File: src/fsc_pkg.sv
`timescale 1ns / 1ps

package fsc_pkg;

    localparam int FRACTION_BITS = 16;
    localparam int NUM_PLANES    = 6;
    localparam int NUM_REGS      = 8;
    localparam int CFG_IW        = 3;

    // Plane entries are exact sums of two Q16.16 values.
    localparam int NW   = 33;
    localparam int CW   = 32;
    localparam int RW   = 31;
    localparam int PW   = NW + CW + 1;
    localparam int DW   = PW + 2;
    localparam int MW   = DW - 1;
    localparam int MLW  = 32;
    localparam int MHW  = MW - MLW;
    localparam int NNW  = 2 * NW + 1;
    localparam int R2W  = 2 * RW;
    localparam int R2LW = RW;
    localparam int R2HW = R2W - R2LW;
    localparam int NNLW = NW;
    localparam int NNHW = NNW - NNLW;
    localparam int SW   = 136;

    localparam int FRONT_STAGES = 6;
    localparam int QDEPTH       = 8;
    localparam int QAW          = 3;

    localparam logic [2:0] PLANE_NONE = 3'd6;

    typedef struct packed {
        logic signed [CW-1:0] center_x;
        logic signed [CW-1:0] center_y;
        logic signed [CW-1:0] center_z;
        logic        [RW-1:0] radius;
    } t_sphere;

    typedef struct packed {
        logic       visible;
        logic [2:0] reject_plane;
    } t_cull_res;

    // queue status seen by the front (credit) and the back (pop)
    typedef struct packed {
        logic         empty;
        logic [QAW:0] count;
    } t_qstat;

endpackage

File: src/fsc_back.sv
`timescale 1ns / 1ps

module fsc_back (
    input  logic                               i_clk,
    input  logic                               i_rst_n,
    input  fsc_pkg::t_qstat                    i_qstat,
    input  logic [fsc_pkg::NUM_PLANES-1:0]     i_outside,
    output logic                               o_pop,
    output logic                               o_valid,
    output fsc_pkg::t_cull_res                 o_result
);

    logic                r_valid;
    fsc_pkg::t_cull_res  r_result;
    fsc_pkg::t_cull_res  n_result;

    assign o_pop = !i_qstat.empty;

    // first rejecting plane wins
    always_comb begin
        n_result.visible      = 1'b1;
        n_result.reject_plane = fsc_pkg::PLANE_NONE;
        for (int p = fsc_pkg::NUM_PLANES - 1; p >= 0; p--) begin
            if (i_outside[p]) begin
                n_result.visible      = 1'b0;
                n_result.reject_plane = 3'(p);
            end
        end
    end

    always_ff @(posedge i_clk) begin
        if (!i_rst_n) begin
            r_valid <= 1'b0;
        end else begin
            r_valid <= o_pop;
        end
        r_result <= n_result;
    end

    assign o_valid  = r_valid;
    assign o_result = r_result;

endmodule

File: config.mk
export PLATFORM = sky130hd
export DESIGN_NAME = fsc_back
export DESIGN_NICKNAME = d
export VERILOG_FILES = /design/src/fsc_pkg.sv /design/src/fsc_back.sv
export SDC_FILE = /design/constraint.sdc
export NUM_CORES = 1
export LEC_CHECK = 0
export ABC_CLOCK_PERIOD_IN_PS = 1000
export BUFFER_PORTS_ARGS = -buffer_cell sky130_fd_sc_hd__clkbuf_2
export CORE_AREA = 2 2 39 41
export CTS_CLUSTER_SIZE = 16
export DETAILED_ROUTE_END_ITERATION = 6
export DIE_AREA = 0 0 41 43
export GPL_TIMING_DRIVEN = 0
export HOLD_SLACK_MARGIN = 0.06
export PLACE_DENSITY = 0.39
export SYNTH_ARGS = -nofsm -noshare
export SYNTH_HDL_FRONTEND = slang
export SYNTH_SLANG_ARGS = --single-unit
File: constraint.sdc
create_clock -name i_clk -period 1 [get_ports i_clk]
set_clock_uncertainty 0.2 [all_clocks]
set_input_delay 0.15 -clock i_clk [delete_from_list [all_inputs] [get_ports i_clk]]
set_output_delay 0.15 -clock i_clk [all_outputs]
set_load 0.02 [all_outputs]
==> impl_metrics.ini, run 1 <==
[timing]
hold_violations = 3
worst_slew_pin_slew_ps = 231
drv_slew = 0
min_period_ps = 1020
grt_setup_unrepaired = yes
setup_violations = 5
slew_headroom_pct = 84.5
whs_ps = -89.6
fmax_mhz = 976
fin_crit_sh_pct = 102
fin_ws_ps = -24.1
fin_setup_tns_ps = -103

[grt]
grt_pass1_vias = 169
grt_overflow_total = 0
grt_pass1_wl_um = 600
antenna_found_initial = 0
grt_start_max_net_pins = 5
grt.total_usage_pct = 5.22

[clock_tree]
cts_sinks = 5
path_clk_slew_ps = 40
postCtsHoldBufs = 2
cts_made_buffers = 3
clockBufferDepth = 2
root_buffer = clkbuf_4
cts_tree = done
h-tree-depth = 1

[routing]
vias = 181
routed_wl_um = 398
drt-initial-drc-count = 1
wl_per_cell_um = 7.65
first_pass_iters = 2
drc = 0
drtAntennaViolNets = 0
vias_per_cell = 3.48

[place]
routabilityCongestion = 0.568
io_buffers = 14
post-dp-hpwl_um = 302
placed_area_um2 = 258
dpl.cell_count = 46

[layout]
drive_gt1_share_pct = 63.9
final_cells = 52
num-nets-final = 50
fin_area_um2 = 360
antenna_cells = 0
fin_util_pct = 26.0
synthToLayoutAreaGrowth_pct = 115

[setup_path]
crit_buf_inv = 1
crit_chain = buf_8
cp-start-kind = flop
cp.required_ps = 650
cp.depth = 1
slowest_stage = dfxtp_2
crit_family = flip-flops
critPathArrivalTime_ps = 670
crit_path_max_fanout = 1
end_kind = primary output
slowest_delay_ps = 320
criticalPathCategory = flop to primary output

[synthesis]
syn_area_um2 = 168
synth-seq-cells = 5
yosys_warnings = 0
yosysSeqAreaShare_pct = 59.7
ys_types = 9
syn_area_per_cell_um2 = 10.5
synth_nets = 29
syn_inst = 16

[floorplan]
die_h_um = 43
io_pins = 19
die-width_um = 41
start_util_pct = 12.1
core_um2 = 1380
num_rows = 14
die_area_um2 = 1760

[pwr]
p_leak_uw = 0.000169
worst_ir_drop_vdd_v = 0.000427
powerDensity_nw_per_um2 = 1460

[worst_hold_path]
hp-class = primary input to flop
holdPathStages = 2

[run_status]
outcome = complete, but fails checks
violations = hold timing, setup timing

[job]
maxCapViolCount = 0
-- per-layer routing --
metal / GRT usage, % / up-vias / wire length (um)
met3: 4.71 / 0 / 75
li1: - / 92 / -
met2: 7.19 / 15 / 141
met4: 2.00 / 0 / 0
met1: 5.47 / 74 / 181
met5: 0 / - / 0
-- per-stage QoR --
stage,hold WS [ps],power (uW),setup WS (ps)
after detailed placement,134,276,8.92
after floorplan,19.6,242,204
after CTS,-96.5,534,-45.7
final,-89.6,528,-24.1
after global placement,134,276,1.71
after global routing,-88.4,564,-51.2
-- cells by family after synthesis --
family | synth area share (%)
buffers and inverters | 4.48
and+or+nand+nor | 25.4
AOI/OAI and AO/OA | 10.4
DFF | 59.7
-- final timing paths --
check,start,to,slack [ps]
worst min-delay path,i_outside[2],o_result[2]$_SDFF_PP0_,-90
worst max-delay path,o_result[3]$_SDFF_PP0_,o_result[3],-20
-- layout make-up --
cell class	count	area (um2)
fill	144	1020
timing repair buffer	16	140
sequential	5	106
multi-input combinational	9	60.1
clock buffer	4	26.3
tap	16	20.0
inverter	2	7.51
-- cell usage after synthesis --
master / instances / area, um2
a221oi_1: 1 / 8.76
and2_1: 1 / 6.26
dfxtp_1: 5 / 100
inv_1: 2 / 7.51
nand2b_1: 1 / 6.26
nor2_1: 3 / 11.3
nor2b_1: 1 / 6.26
nor4_2: 1 / 12.5
o31a_1: 1 / 8.76
-- layout by cell type (no fill, tap or decap), drive strengths merged --
cell type    count
buf              5
clkbuf          13
nor2b            1
o31a             1
nor4             1
nor2             3
nand2b           1
dlygate4sd3      2
a221oi           1
and2             1
inv              2
dfxtp            5
-- power breakdown --
group | internal (uW) | switching (uW)
sequential | 211 | 5.84
clock | 150 | 77.3
combinational | 47.7 | 35.4
total | 409 | 119
-- what timing repair did --
action                                 CTS  global route
gates resized for setup                 14             5
setup endpoints to repair                5             5
endpoints found under the hold margin    5             4
buffers inserted                         0             0
-- sequential cells by signal, summed over array words and instances (netlist names) --
signal	flops
o_result	4
o_valid	1
Note: power is estimated with default switching activity, not from simulation.
==> run 2: changes to the inputs <==
Settings changed: SKIP_CTS_REPAIR_TIMING set to 1.
==> run 2 against run 1 <==
  * The flow still finishes with violations (hold timing, setup timing)
  * Fmax up 0.42%
  * Critical path depth did not move
  * Sequential share of layout area increased by 1.6 points
  * Combinational power is 7.0% lower
  * Die area unchanged
  * Cell count unchanged
  * Clock power about the same
  * Power shrank 1.3%
  * First-iteration DRC count stayed put
  * Global-route usage decreased by 0.60 points
  * Critical endpoint unchanged
  * Largest cell class unchanged
==> impl_metrics.ini, run 2 (synthesis gave the netlist of run 1 again) <==
[place]
dpl.cell_count = 46
routabilityCongestion = 0.568
post-dp-hpwl_um = 302
io_buffers = 14

[routing]
drtAntennaViolNets = 0
vias = 179
vias_per_cell = 3.44
routed_wl_um = 401
first_pass_iters = 2
drt-initial-drc-count = 1
drc = 0
wl_per_cell_um = 7.71

[setup_path]
end_kind = primary output
slowest_stage = dfxtp_2
criticalPathCategory = flop to primary output
crit_buf_inv = 1
critPathArrivalTime_ps = 670
crit_chain = buf_6
cp-start-kind = flop
crit_path_max_fanout = 1
crit_family = flip-flops
slowest_delay_ps = 310
crit_start = o_result[3]$_SDFF_PP0_
cp.required_ps = 650

[layout]
num-nets-final = 50
largest_register_ffs = 4
final_common_cell = clkbuf_2
drive_gt1_share_pct = 63.9
antenna_cells = 0
mostFrequentLayoutCells = clkbuf_2, dfxtp_2, buf_6
final_cells = 52
synthToLayoutAreaGrowth_pct = 104

[timing]
hold_violations = 3
fin_ws_ps = -19.9
fin_setup_tns_ps = -79.7
fmax_mhz = 981
drv_slew = 0
fin_crit_sh_pct = 102
slew_headroom_pct = 84.5
whs_ps = -89.6
grt_setup_unrepaired = yes
min_period_ps = 1020
worst_slew_pin_slew_ps = 231
setup_violations = 5

[clock_tree]
cts_tree = done
root_buffer = clkbuf_4
h-tree-depth = 1
path_clk_slew_ps = 40
cts_sinks = 5
cts_made_buffers = 3
clockBufferDepth = 2

[pwr]
p_sw_share_pct = 22.6
p_clk_share_pct = 43.8
p_comb_share_pct = 14.8
finalPower_uw = 521
powerDensity_nw_per_um2 = 1520
p_int_uw = 403
p_switching_uw = 118
worst_ir_drop_vdd_v = 0.000425
p_leak_uw = 0.000163
pwr-share-seq_pct = 41.3

[floorplan]
core_um2 = 1380
die_area_um2 = 1760
die-width_um = 41
io_pins = 19
num_rows = 14
start_util_pct = 12.1
die_h_um = 43

[grt]
antenna_found_initial = 0
grt_overflow_total = 0
grt_start_max_net_pins = 5
grt_pass1_vias = 139
grt_pass1_wl_um = 517
grt.total_usage_pct = 4.62

[worst_hold_path]
hp-class = primary input to flop
min_from = i_outside[2]

[run_status]
outcome = complete, but fails checks
violations = hold timing, setup timing

[job]
maxCapViolCount = 0
[run 2: cell counts in the layout (fill, tap and decap cells not counted)]
Identical to the previous run, type by type.
[run 2: metrics by stage]
stage,utilization (%),area (um2),hold WS [ps],worst slack [ps]
after floorplan,-,168,19.6,204
after global placement,18.6,258,134,1.71
after detailed placement,18.6,258,134,8.92
after CTS,20.5,284,-123,-61.3
after global routing,24.7,342,-88.4,-46.6
final,24.7,342,-89.6,-19.9
[run 2: layout make-up]
class | instances | area [um2]
tap | 16 | 20.0
timing repair buffer | 16 | 121
fill | 148 | 1040
multi-input combinational | 9 | 60.1
sequential | 5 | 106
clock buffer | 4 | 26.3
inverter | 2 | 7.51
[run 2: path summary, 6_finish.rpt]
check                                     to  cells past startpoint
worst min-delay path  o_result[2]$_SDFF_PP0_                      2
worst max-delay path             o_result[3]                      1
[run 2: power by group through the flow]
stage	Clock (uW)	Sequential, uW	Combinational [uW]
global route	255	216	85.4
finish	228	215	77.3
global placement	0	214	61.4
CTS	240	211	61.2
floorplan	0	226	15.3
detailed placement	0	215	61.0
[run 2: per-layer routing]
metal	global-route usage, %	vias up	share of wire [%]
met5	0	-	0
met4	2.00	0	0
met1	5.47	72	46
li1	-	92	-
met2	5.31	15	35
met3	4.71	0	19
==> run 3: changes to the inputs <==
Settings changed: RECOVER_POWER set to 25.
==> run 3 against run 2 <==
  * The flow still finishes with violations (hold timing, setup timing)
  * Sequential power about the same
  * Via count is the same
  * Cell count unchanged
  * Routed wire length rose by 0.75%
  * Fmax unchanged
  * Design area fell by 0.37%
  * Utilization fell by 0.090 points
  * Critical endpoint unchanged
  * Largest power group unchanged
==> impl_metrics.ini, run 3 (synthesis gave the netlist of run 1 again) <==
[floorplan]
die-width_um = 41
io_pins = 19
die_h_um = 43
die_area_um2 = 1760
core_um2 = 1380
start_util_pct = 12.1
num_rows = 14

[routing]
first_pass_iters = 2
drt-initial-drc-count = 1
vias = 179
wl_per_cell_um = 7.77
drtAntennaViolNets = 0
routed_wl_um = 404
drc = 0
vias_per_cell = 3.44

[grt]
grt_overflow_total = 0
grt_pass1_wl_um = 517
grt_pass1_vias = 139
grt_start_max_net_pins = 5
grt.total_usage_pct = 4.62
antenna_found_initial = 0

[layout]
drive_gt1_share_pct = 61.1
multi_input_area_um2 = 60.1
final_common_cell = clkbuf_2
n_fill_cell = 149
largest_register_ffs = 4
synthToLayoutAreaGrowth_pct = 103
regArea_um2 = 106
mostFrequentLayoutCells = clkbuf_2, dfxtp_2, buf_6
num-nets-final = 50
antenna_cells = 0

[setup_path]
crit_buf_inv = 1
crit_chain = buf_6
crit_start = o_result[3]$_SDFF_PP0_
cp.depth = 1
crit_path_max_fanout = 1
slowest_delay_ps = 310
end_kind = primary output
crit_family = flip-flops
crit_path_end = o_result[3]
cp.required_ps = 650
critPathArrivalTime_ps = 670
criticalPathCategory = flop to primary output
cp-start-kind = flop
slowest_stage = dfxtp_2

[clock_tree]
clockBufferDepth = 2
cts_sinks = 5
path_clk_slew_ps = 40
cts_tree = done
h-tree-depth = 1
root_buffer = clkbuf_4
cts_made_buffers = 3

[timing]
fin_crit_sh_pct = 102
fmax_mhz = 981
whs_ps = -89.6
min_period_ps = 1020
hold_violations = 3
setup_violations = 5
slew_headroom_pct = 84.5
worst_slew_pin_slew_ps = 231
drv_slew = 0
grt_setup_unrepaired = yes
fin_ws_ps = -19.9

[place]
post-dp-hpwl_um = 302
dpl_worst_slack_ps = 8.92
routabilityCongestion = 0.568
io_buffers = 14

[run_status]
violations = hold timing, setup timing
outcome = complete, but fails checks

[pwr]
finalPower_uw = 520
p_leak_uw = 0.000160
powerDensity_nw_per_um2 = 1530
worst_ir_drop_vdd_v = 0.000422

[worst_hold_path]
hp-class = primary input to flop

[job]
maxCapViolCount = 0
-- run 3: cell types whose count changed in the layout (fill, tap and decap cells not counted) --
| cell | delta |
|---|---|
| clkbuf_1 | +1 |
| clkbuf_2 | -1 |
-- run 3: power by group --
group / total [uW] / switching [uW] / leakage [uW] / internal [uW]
Combinational: 76.8 / 35.6 / 0.000102 / 41.1
Clock: 228 / 77.8 / 0.0000150 / 150
Sequential: 215 / 4.33 / 0.0000430 / 211
Total: 520 / 118 / 0.000160 / 403
-- run 3: metal layers --
layer  GRT usage, %  vias up  part of all wire (%)
met3           4.71        0                    19
met5              0        -                     0
li1               -       92                     -
met1           5.47       72                    46
met2           5.31       15                    34
met4           2.00        0                     0
-- run 3: how the worst min path moves through the flow --
| stage | slack (ps) | start | to | cells after the start |
|---|---|---|---|---|
| 5_1_grt | -90 | i_outside[0] | o_result[2]$_SDFF_PP0_ | 2 |
| 3_5_place_dp | 130 | i_qstat[4] | o_valid$_SDFF_PN0_ | 2 |
| 3_3_place_gp | 130 | i_qstat[4] | o_valid$_SDFF_PN0_ | 2 |
| 4_1_cts | -120 | i_qstat[4] | o_valid$_SDFF_PN0_ | 2 |
| 6_report | -90 | i_outside[2] | o_result[2]$_SDFF_PP0_ | 2 |
| 2_1_floorplan | 20 | i_outside[2] | o_result[2]$_SDFF_PP0_ | 1 |
-- run 3: per-stage QoR --
stage	TNS, ps	util (%)	area (um2)	instances
after detailed placement	0	18.6	258	46
after global placement	0	18.6	258	46
after floorplan	0	-	168	16
final	-79.7	24.6	340	52
after global routing	-203	24.6	340	52
after CTS	-296	20.5	284	50
-- run 3: layout make-up --
cell class	count	share of cell area, %
clock buffers	4	7.72
well taps	16	5.88
repair buffers	16	35.3
inverters	2	2.21
flip-flops and latches	5	31.3
multi-input cells	9	17.6
