<file path="config.mk">
export PLATFORM = sky130hd
export DESIGN_NAME = fsc_queue
export DESIGN_NICKNAME = d
export VERILOG_FILES = /design/src/fsc_pkg.sv /design/src/fsc_queue.sv
export SDC_FILE = /design/constraint.sdc
export NUM_CORES = 1
export LEC_CHECK = 0
export ABC_AREA = 1
export BUFFER_PORTS_ARGS = -buffer_cell sky130_fd_sc_hd__buf_2
export CAP_MARGIN = 20
export CELL_PAD_IN_SITES_DETAIL_PLACEMENT = 2
export CELL_PAD_IN_SITES_GLOBAL_PLACEMENT = 2
export CORE_UTILIZATION = 30
export DETAILED_ROUTE_END_ITERATION = 8
export GPL_ROUTABILITY_DRIVEN = 0
export HOLD_SLACK_MARGIN = 0.08
export PLACE_DENSITY = 0.76
export RECOVER_POWER = 100
export SLEW_MARGIN = 15
export SYNTH_ARGS = -nofsm -noshare
export SYNTH_HDL_FRONTEND = slang
export SYNTH_SLANG_ARGS = --single-unit
</file>
<file path="constraint.sdc">
create_clock -name i_clk -period 5.75 [get_ports i_clk]
set_clock_uncertainty 0.2 [all_clocks]
set_input_delay 0 -clock i_clk [delete_from_list [all_inputs] [get_ports i_clk]]
set_output_delay 0 -clock i_clk [all_outputs]
set_load 0.02 [all_outputs]
</file>
<file path="src/fsc_pkg.sv">
`timescale 1ns / 1ps

package fsc_pkg;

    localparam int FRACTION_BITS = 16;
    localparam int NUM_PLANES    = 6;
    localparam int NUM_REGS      = 8;
    localparam int CFG_IW        = 3;

    // Plane entries are exact sums of two Q16.16 values.
    localparam int NW   = 33;
    localparam int CW   = 32;
    localparam int RW   = 31;
    localparam int PW   = NW + CW + 1;
    localparam int DW   = PW + 2;
    localparam int MW   = DW - 1;
    localparam int MLW  = 32;
    localparam int MHW  = MW - MLW;
    localparam int NNW  = 2 * NW + 1;
    localparam int R2W  = 2 * RW;
    localparam int R2LW = RW;
    localparam int R2HW = R2W - R2LW;
    localparam int NNLW = NW;
    localparam int NNHW = NNW - NNLW;
    localparam int SW   = 136;

    localparam int FRONT_STAGES = 6;
    localparam int QDEPTH       = 8;
    localparam int QAW          = 3;

    localparam logic [2:0] PLANE_NONE = 3'd6;

    typedef struct packed {
        logic signed [CW-1:0] center_x;
        logic signed [CW-1:0] center_y;
        logic signed [CW-1:0] center_z;
        logic        [RW-1:0] radius;
    } t_sphere;

    typedef struct packed {
        logic       visible;
        logic [2:0] reject_plane;
    } t_cull_res;

    // queue status seen by the front (credit) and the back (pop)
    typedef struct packed {
        logic         empty;
        logic [QAW:0] count;
    } t_qstat;

endpackage

</file>
<file path="src/fsc_queue.sv">
`timescale 1ns / 1ps

module fsc_queue (
    input  logic                               i_clk,
    input  logic                               i_rst_n,
    input  logic                               i_push,
    input  logic [fsc_pkg::NUM_PLANES-1:0]     i_data,
    input  logic                               i_pop,
    output logic [fsc_pkg::NUM_PLANES-1:0]     o_data,
    output fsc_pkg::t_qstat                    o_stat
);

    logic [fsc_pkg::NUM_PLANES-1:0] r_mem [fsc_pkg::QDEPTH];
    logic [fsc_pkg::QAW-1:0] r_wr, r_rd;
    logic [fsc_pkg::QAW:0]   r_count;
    logic do_pop;

    assign do_pop        = i_pop && (r_count != '0);
    assign o_data        = r_mem[r_rd];
    assign o_stat.empty  = (r_count == '0);
    assign o_stat.count  = r_count;

    always_ff @(posedge i_clk) begin
        if (!i_rst_n) begin
            r_wr    <= '0;
            r_rd    <= '0;
            r_count <= '0;
        end else begin
            if (i_push) r_wr <= r_wr + 1'b1;
            if (do_pop) r_rd <= r_rd + 1'b1;
            r_count <= r_count + (fsc_pkg::QAW+1)'(i_push) - (fsc_pkg::QAW+1)'(do_pop);
        end
    end

    always_ff @(posedge i_clk) begin
        if (i_push) r_mem[r_wr] <= i_data;
    end

endmodule

</file>
==> results.md, run 1 <==
* Post-synth top area share at 0.525
* Worst Slack Setup Final at 3.41 ns
* Sequential fraction of the synthesis area at 0.620
* Pre-CTS WS at 3.55 ns
* Wire per inst at 15.5 um
* Pleak at 1.44 nW
* CP Capture Point: r_count[0]$_SDFF_PN0_
* Core box area at 8810 um^2
* Tot Pwr at 1.22 mW
* Multi-input logic area at 733 um^2
* Row cnt at 34
* Share of cells above drive strength 1 at 0.0627
* Sink Count at 61
* Final Hold Violating Endpoints at 0
* Final Setup Violations at 0
* Maxcap violations at 0
* Antenna cells at 0
* Relative slew slack at 0.496
* Peak Freq at 0.427 GHz
* Clk Latency, worst-skew pair at 0.34 ns
* CTS tree: yes
* Final Critical Period at 2.34 ns
* Launch point of the worst reg-to-reg path: r_count[2]$_SDFF_PN0_
* Layout Cells excl Fill at 443
* Part of the cycle the worst path needs at 0.407
* CP Launch Type: register
* Most instantiated cells after synthesis: nand2_1, inv_1, edfxtp_1
* Slew Limit Fails at 0
* HPWL after detailed placement at 4610 um
* First-pass DRT Iterations at 4
* Gate Count Post-Synth at 295
* Post-CTS sizing at 0
* Count leader, synth: nand2_1
* Total die area at 9530 um^2
* Yosys Warn Count at 0
* PD cells at 385 nW/um^2
* CTS buffer count at 9
* Width of the die at 97.6 um
* Crit path DAT at 2.39 ns
* RR Endpoint: r_count[0]$_SDFF_PN0_
* Post-CTS setup buffers at 0
* Initial drt markers at 77
* Post-synthesis to final-layout area growth at 15.7%
* Detailed Route WL at 6890 um
* Design Area, Final at 3170 um^2
* H-tree depth at 3
* Worst R2R Path Depth at 9
* Register area at 1700 um^2
* Hold path depth at 2
* # DRC at 0
* Synthesis-stage register bit count at 61
* Final #Nets at 347
* Setup crit start: r_count[2]$_SDFF_PN0_
* CP endpoint kind: register
* Overflow left after global routing at 0
* Status: finished clean
* Layout filler cell count at 982
* Worst hold path type: register to register
* Crit-path max FO at 8
* CTS Root Cell: clkbuf_8
* First-pass GRT wire length at 11,300 um
* Vias per cell at 4.64
* RSZ-0062 raised after global routing: false
* Top area cells in the synthesized netlist: edfxtp_1, nand2_1, dfxtp_1
* Syn Nets at 312
* Worst-Margin Slew at 0.753 ns
* R2r setup slk at 3.41 ns
* Largest net degree at the start of global routing at 26
* Vias in the first global route at 2,273
* IO Port Bufs at 20
* Area leader, netlist: edfxtp_1
* Placed Area at 2930 um^2
* Max VDD drop at 0.189 mV
* Post-synth cell types at 16
* Die height at 97.6 um
* Kind of critical path: register to register
* Detail Route Antenna Nets at 0
* Starting Density at 0.312
* DR vias at 2,056
* Worst-path clk slew at 0.07 ns
* All-Layer GR Usage at 0.160
* Post-synth EDFFs at 48
* Initial antenna violation count at 0
* Ys async rst share at 0
* Placed insts at 417
* CP required at 5.80 ns
* Area of the mapped netlist at 2740 um^2
* Ports at 21
* Synth Flop Type: edfxtp_1
* Synth Area per Inst at 9.30 um^2
* CTS max path bufs at 2
* Setup TNS at 0 ns
## placed cells by master, fill, tap and decap left out, types with 7 or more instances in the layout
cell type      count
inv_1             65
clkbuf_1          19
dlygate4sd3_1     10
a21oi_1            7
nor2_1            18
nand3_1           30
clkbuf_8          10
edfxtp_1          48
dfxtp_1           13
nand2_1           93
## critical path, stage by stage, from the launching register on
cell and delay, ns:
dfxtp_1 0.32, inv_1 0.08, ha_1 0.15, nand3_1 0.24, nand3_1 0.21, o21ai_0 0.11, ha_1 0.29, nand2_1 0.07
dlygate4sd3_1 0.54, inv_1 0.03
## area by class of cell
cell class                 count  share of cell area
timing repair buffer          31              0.0583
inverter                      66              0.0788
clock buffer                  11              0.0445
sequential                    61               0.536
multi-input combinational    161               0.231
clock inverter                 5             0.00867
tap                          108              0.0426
## routing by layer
layer  vias up  GRT usage  wire length, um
li1        984          -                -
met1      1026      0.170             2890
met2        36      0.300             3600
met3        10     0.0525              296
met4         0     0.0466              101
met5         -          0                0
## sequential cells by signal, indices dropped and copies added, names as in the netlist, named ones only
register / count
r_wr: 3
r_rd: 3
r_mem: 48
r_count: 4
## worst min path at each step
stage	startpoint	slack, ns	to
2_1_floorplan	i_rst_n	-0.11	r_count[0]$_SDFF_PN0_
4_1_cts	i_data[0]	0.26	r_mem[3][0]$_DFFE_PP_
6_report	r_rd[2]$_SDFFE_PN0P_	0.32	register
3_5_place_dp	i_data[0]	0.09	r_mem[3][0]$_DFFE_PP_
3_3_place_gp	i_data[5]	0.07	r_mem[4][5]$_DFFE_PP_
5_1_grt	i_rst_n	0.36	r_count[3]$_SDFF_PN0_
## metrics by stage
| step | utilization | hold WS [ns] |
|---|---|---|
| global placement | 0.332 | 0.0737 |
| finish | 0.360 | 0.320 |
| CTS | 0.363 | 0.261 |
| detailed placement | 0.332 | 0.0865 |
| floorplan | - | -0.107 |
| global route | 0.360 | 0.362 |
## power by group
group	total [mW]	internal [mW]	switching, mW
clock	0.328	0.165	0.163
sequential	0.533	0.505	0.0280
combinational	0.362	0.115	0.247
## cell families (layout without fill, tap and decap cells)
group | Yosys count | after routing | synth area share
compound gates | 10 | 10 | 0.0182
flops | 61 | 61 | 0.620
fa+ha+maj | 7 | 7 | 0.0347
xor+xnor | 1 | 1 | 0.00319
buf+inv | 73 | 113 | 0.113
simple gates | 143 | 143 | 0.211
## what timing repair did
action / in CTS / in global routing
endpoints found under the setup margin: 0 / 0
hold buffers: 10 / 0
hold endpoints to repair: 61 / 0
(Power assumes the default switching activity.)
==> run 2, diff against run 1 <==
--- a/config.mk
+++ b/config.mk
@@ -14,7 +14,7 @@
 export DETAILED_ROUTE_END_ITERATION = 8
 export GPL_ROUTABILITY_DRIVEN = 0
 export HOLD_SLACK_MARGIN = 0.08
-export PLACE_DENSITY = 0.76
+export PLACE_DENSITY = 0.79
 export RECOVER_POWER = 100
 export SLEW_MARGIN = 15
 export SYNTH_ARGS = -nofsm -noshare
==> constraint.sdc (replaced) <==
create_clock -name i_clk -period 2.05 [get_ports i_clk]
set_clock_uncertainty 0.2 [all_clocks]
set_input_delay 0 -clock i_clk [delete_from_list [all_inputs] [get_ports i_clk]]
set_output_delay 0 -clock i_clk [all_outputs]
set_load 0.02 [all_outputs]
==> run 2 against run 1 <==
Effect of this change:
- the flow now finishes with violations (DRC)
- wire length grew 7.2%
- maximum frequency grew 16%
- flip-flop and latch count unchanged
- core utilization rose by 2.3 points
- critical path depth rose by 1
- setup slack worse by 3.4 ns
- critical endpoint is now r_count[2]$_SDFF_PN0_
==> results.md, run 2 (synthesis gave the netlist of run 1 again) <==
* Initial drt markers at 72
* Row cnt at 34
* Status: finished, violations left
* Antenna cells at 0
* Max FFs per register at 48
* Share of cells above drive strength 1 at 0.150
* CTS tree: yes
* Final Critical Period at 2.01 ns
* Worst-Margin Slew at 0.516 ns
* Setup TNS at 0 ns
* CTS Root Cell: clkbuf_8
* Overflow left after global routing at 0
* Peak Freq at 0.497 GHz
* Worst hold path type: input port to register
* Crit path DAT at 2.04 ns
* Largest regs: r_mem: 48 flops, r_count: 4 flops
* Max VDD drop at 0.614 mV
* Final Hold Violating Endpoints at 0
* Placed insts at 429
* Worst path slowest cell: fa_2
* Reg with most FFs: r_mem
* Post-synthesis to final-layout area growth at 23.0%
* CP endpoint kind: register
* Initial antenna violation count at 0
* First-pass GRT wire length at 12,000 um
* IO Port Bufs at 20
* CTS max path bufs at 2
* Sink Count at 61
* Slew Limit Fails at 0
* Register area at 1700 um^2
* CTS buffer count at 9
* Final #Nets at 359
* Layout Cells excl Fill at 455
* Multi-input logic area at 754 um^2
* Violations in the final reports: DRC
* All-Layer GR Usage at 0.170
* Pleak at 1.56 nW
* Largest net degree at the start of global routing at 25
* Worst-path clk slew at 0.07 ns
* Kind of critical path: register to register
* Maxcap violations at 0
* Die height at 97.6 um
* Vias in the first global route at 2,464
* DR vias at 2,097
* Detail Route Antenna Nets at 0
* Detailed Route WL at 7380 um
* CP Cell Sequence: inv_1 -> ha_2 -> nand3_2 -> nand3_2 -> o21ai_2 -> ha_2 -> inv_1 -> fa_2 -> xor2_1 -> nor2_1
* First-pass DRT Iterations at 6
* CP Launch Type: register
* Clk Latency, worst-skew pair at 0.35 ns
* Core box area at 8810 um^2
* H-tree depth at 3
* Tot Pwr at 3.95 mW
* Wire per inst at 16.2 um
* Commonest non-fill, non-tap cells in the layout: nand2_1, inv_1, edfxtp_1, nand3_1, nor2_1
* Max incr delay on CP at 0.34 ns
* HPWL after detailed placement at 4990 um
* Ports at 21
* Final Setup Violations at 0
* Starting Density at 0.312
* CP required at 2.08 ns
* # DRC at 2
* Layout filler cell count at 982
* Part of the cycle the worst path needs at 0.982
* Commonest non-fill, non-tap cell in the layout: nand2_1
* Placed Area at 3030 um^2
* Total die area at 9530 um^2
* Design Area, Final at 3380 um^2
* Worst Slack Setup Final at 0.0378 ns
* PD cells at 1170 nW/um^2
* Pre-CTS WS at -0.0197 ns
* Crit-path max FO at 3
* Width of the die at 97.6 um
* Vias per cell at 4.61
* Relative slew slack at 0.656
-- run 2: where the power goes --
group          internal [mW]  switching [mW]  leakage, nW
Combinational          0.397           0.751        0.898
Sequential              1.42          0.0548        0.544
Clock                  0.813           0.510        0.120
Total                   2.63            1.32         1.56
-- run 2: area by class of cell --
class,instances,area share
Clock buffer,9,0.0367
Clock inverter,7,0.0367
Inverter,66,0.0741
Multi-Input combinational cell,161,0.223
Sequential cell,61,0.505
Tap cell,108,0.0400
Timing Repair Buffer,43,0.0841
-- run 2: path summary, 6_finish.rpt --
check / startpoint / end / slack [ns] / cells after the start
min: i_rst_n / r_count[0]$_SDFF_PN0_ / 0.31 / 4
max: r_count[2]$_SDFF_PN0_ / r_count[2]$_SDFF_PN0_ / 0.04 / 10
min reg2reg: r_wr[0]$_SDFFE_PN0P_ / r_wr[0]$_SDFFE_PN0P_ / 0.31 / 2
max reg2reg: r_count[2]$_SDFF_PN0_ / r_count[2]$_SDFF_PN0_ / 0.04 / 10
-- run 2: metal layers --
| layer | up-vias | wire length, um | track usage |
|---|---|---|---|
| met5 | - | 0 | 0 |
| met4 | 0 | 126 | 0.0653 |
| met3 | 12 | 224 | 0.0424 |
| met2 | 36 | 4090 | 0.321 |
| met1 | 1041 | 2940 | 0.179 |
| li1 | 1008 | - | - |
-- run 2: through the flow --
| step | hold slack [ns] | util |
|---|---|---|
| after floorplan | -0.107 | - |
| after global placement | 0.0763 | 0.344 |
| after detailed placement | 0.0817 | 0.344 |
| after CTS | 0.249 | 0.384 |
| after global routing | 0.319 | 0.383 |
| final | 0.306 | 0.383 |
-- run 2: what timing repair did --
action | 4_1_cts | 5_1_grt
hold buffers | 9 | 0
hold endpoints to repair | 61 | 0
setup endpoints to repair | 1 | 1
resized for setup | 4 | 2
pin swaps | 2 | 1
setup buffers | 1 | 0
-- run 2: worst max-delay path: cells and delay by family (launching register included) --
kind | cells | cell delay (ns)
AO/OA/AOI/OAI | 1 | 0.08
flip-flops | 1 | 0.33
XOR/XNOR | 1 | 0.19
AND/OR/NAND/NOR | 3 | 0.27
adder cells (fa/ha/maj) | 3 | 0.71
buffers and inverters | 2 | 0.11
==> run 3, diff against run 2 <==
--- a/config.mk
+++ b/config.mk
@@ -16,6 +16,7 @@
 export HOLD_SLACK_MARGIN = 0.08
 export PLACE_DENSITY = 0.79
 export RECOVER_POWER = 100
+export SETUP_SLACK_MARGIN = 0.05
 export SLEW_MARGIN = 15
 export SYNTH_ARGS = -nofsm -noshare
 export SYNTH_HDL_FRONTEND = slang
==> run 3 against run 2 <==
Effect of this change:
- the run still ends with DRC left
- sequential power barely moved
- via count fell by 0.14%
- clock power fell by 23%
- core utilization fell by 1.1 points
==> results.md, run 3 (synthesis gave the netlist of run 1 again) <==
* Worst path slowest cell: fa_2
* Largest regs: r_mem: 48 flops, r_count: 4 flops
* Kind of critical path: register to register
* Final Hold Violating Endpoints at 0
* Hold path depth at 2
* CP Cell Sequence: inv_1 -> ha_2 -> nand3_2 -> nand3_2 -> o21ai_2 -> ha_1 -> inv_1 -> fa_2 -> nor2_1
* Commonest non-fill, non-tap cell in the layout: nand2_1
* Commonest non-fill, non-tap cells in the layout: nand2_1, inv_1, edfxtp_1, nand3_1, clkbuf_1
* Width of the die at 97.6 um
* Share of cells above drive strength 1 at 0.103
* Max incr delay on CP at 0.43 ns
* Initial drt markers at 39
* Part of the cycle the worst path needs at 0.938
* Setup TNS at 0 ns
* CTS buffer count at 9
* First-pass GRT wire length at 12,300 um
* Worst-path clk slew at 0.07 ns
* Pre-CTS WS at 0.0672 ns
* Row cnt at 34
* Detail Route Antenna Nets at 0
* Ports at 21
* Max FFs per register at 48
* Overflow left after global routing at 0
* Die height at 97.6 um
* Met1 Usage GRT at 0.179
* Maxcap violations at 0
* H-tree depth at 3
* Final Setup Violations at 0
* CP Launch Type: register
* Status: finished, violations left
* Wire per inst at 16.3 um
* Largest net degree at the start of global routing at 25
* Detailed Route WL at 7430 um
* RR Endpoint: r_count[1]$_SDFF_PN0_
* Crit path DAT at 2.00 ns
* Worst Slack Setup Final at 0.128 ns
* Initial antenna violation count at 0
* PD cells at 1100 nW/um^2
* Starting Density at 0.312
* Global routing's busiest layer: met2
* Post-synthesis to final-layout area growth at 19.6%
* # DRC at 4
* Max VDD drop at 0.506 mV
* DR vias at 2,094
* Final #Nets at 360
* Launch point of the worst reg-to-reg path: r_count[2]$_SDFF_PN0_
* All-Layer GR Usage at 0.174
* Worst R2R Path Depth at 9
* R2r setup slk at 0.13 ns
* Slew Limit Fails at 0
* CTS tree: yes
* Pleak at 1.50 nW
* Hold path startpoint: r_rd[2]$_SDFFE_PN0P_
* Vias per cell at 4.59
* RSZ-0062 raised after global routing: false
* Worst hold path type: register to register
* Violations in the final reports: DRC
* Vias in the first global route at 2,475
* Core box area at 8810 um^2
* HPWL after detailed placement at 5250 um
* IO Port Bufs at 20
* Clk Latency, worst-skew pair at 0.34 ns
* Reg with most FFs: r_mem
* Total die area at 9530 um^2
* Relative slew slack at 0.605
* CP endpoint kind: register
* Antenna cells at 0
* Met3 Usage GRT at 0.0338
* Worst-Margin Slew at 0.593 ns
* First-pass DRT Iterations at 6
* CP required at 2.12 ns
* Crit-path max FO at 3
* CTS Root Cell: clkbuf_8
* CTS max path bufs at 2
* Sink Count at 61
* Met2 Track Usage GR at 0.332
* Peak Freq at 0.520 GHz
* Final Critical Period at 1.92 ns
-- run 3: changes by cell type in the layout (fill, tap and decap cells not counted), sizes merged --
| cell | delta |
|---|---|
| dlygate4sd3 | +1 |
| clkbuf | +18 |
| bufinv | -2 |
| buf | -17 |
| clkinvlp | -1 |
| clkinv | +2 |
-- run 3: how the worst max path moves through the flow --
stage	to	depth (start not counted)	slack, ns	from
CTS	r_count[2]$_SDFF_PN0_	10	0.05	r_count[2]$_SDFF_PN0_
global placement	r_count[2]$_SDFF_PN0_	10	0.14	r_count[2]$_SDFF_PN0_
global route	r_mem[4][5]$_DFFE_PP_	6	0.05	i_push
detailed placement	r_count[2]$_SDFF_PN0_	10	0.07	r_count[2]$_SDFF_PN0_
floorplan	r_count[2]$_SDFF_PN0_	10	0.07	r_count[2]$_SDFF_PN0_
finish	r_count[1]$_SDFF_PN0_	9	0.13	r_count[2]$_SDFF_PN0_
-- run 3: final cells by class --
type / instances / area [um^2]
clock buffers: 10 / 128
clock inverters: 6 / 53.8
fillers: 1005 / 5520
inverters: 66 / 250
multi-input cells: 161 / 752
flip-flops and latches: 61 / 1710
well taps: 108 / 135
repair buffers: 44 / 255
-- run 3: worst max-delay path: cells and delay by family (launching register included) --
| family | cells | cell delay (ns) |
|---|---|---|
| flip-flops | 1 | 0.34 |
| adder cells (fa/ha/maj) | 3 | 0.82 |
| AO/OA/AOI/OAI | 1 | 0.06 |
| AND/OR/NAND/NOR | 3 | 0.30 |
| buffers and inverters | 2 | 0.14 |
-- run 3: through the flow --
stage / hold slack, ns / instance area [um^2] / power, mW / std cells / util
final: 0.317 / 3280 / 3.61 / 456 / 0.373
after global placement: 0.0813 / 3040 / 2.55 / 429 / 0.345
after global routing: 0.342 / 3280 / 3.84 / 456 / 0.373
after floorplan: -0.107 / 2760 / 2.27 / 295 / -
after CTS: 0.255 / 3320 / 3.68 / 455 / 0.377
after detailed placement: 0.0924 / 3040 / 2.63 / 429 / 0.345
-- run 3: per-layer routing --
layer / routed length [um] / up-vias / share of wire
met5: 0 / - / 0
met4: 150 / 0 / 0.020
met3: 193 / 12 / 0.026
met2: 4080 / 31 / 0.55
met1: 3010 / 1045 / 0.40
li1: - / 1006 / -
-- run 3: repair_timing --
action	in CTS	in global routing
endpoints found under the hold margin	63	0
resized for setup	0	5
setup buffers	0	1
hold buffers	10	0
endpoints found under the setup margin	0	6
-- run 3: power by group --
group | total [mW] | internal, mW | switching [mW]
clock network | 1.02 | 0.549 | 0.474
registers | 1.49 | 1.43 | 0.0611
logic | 1.10 | 0.361 | 0.744
total | 3.61 | 2.33 | 1.28
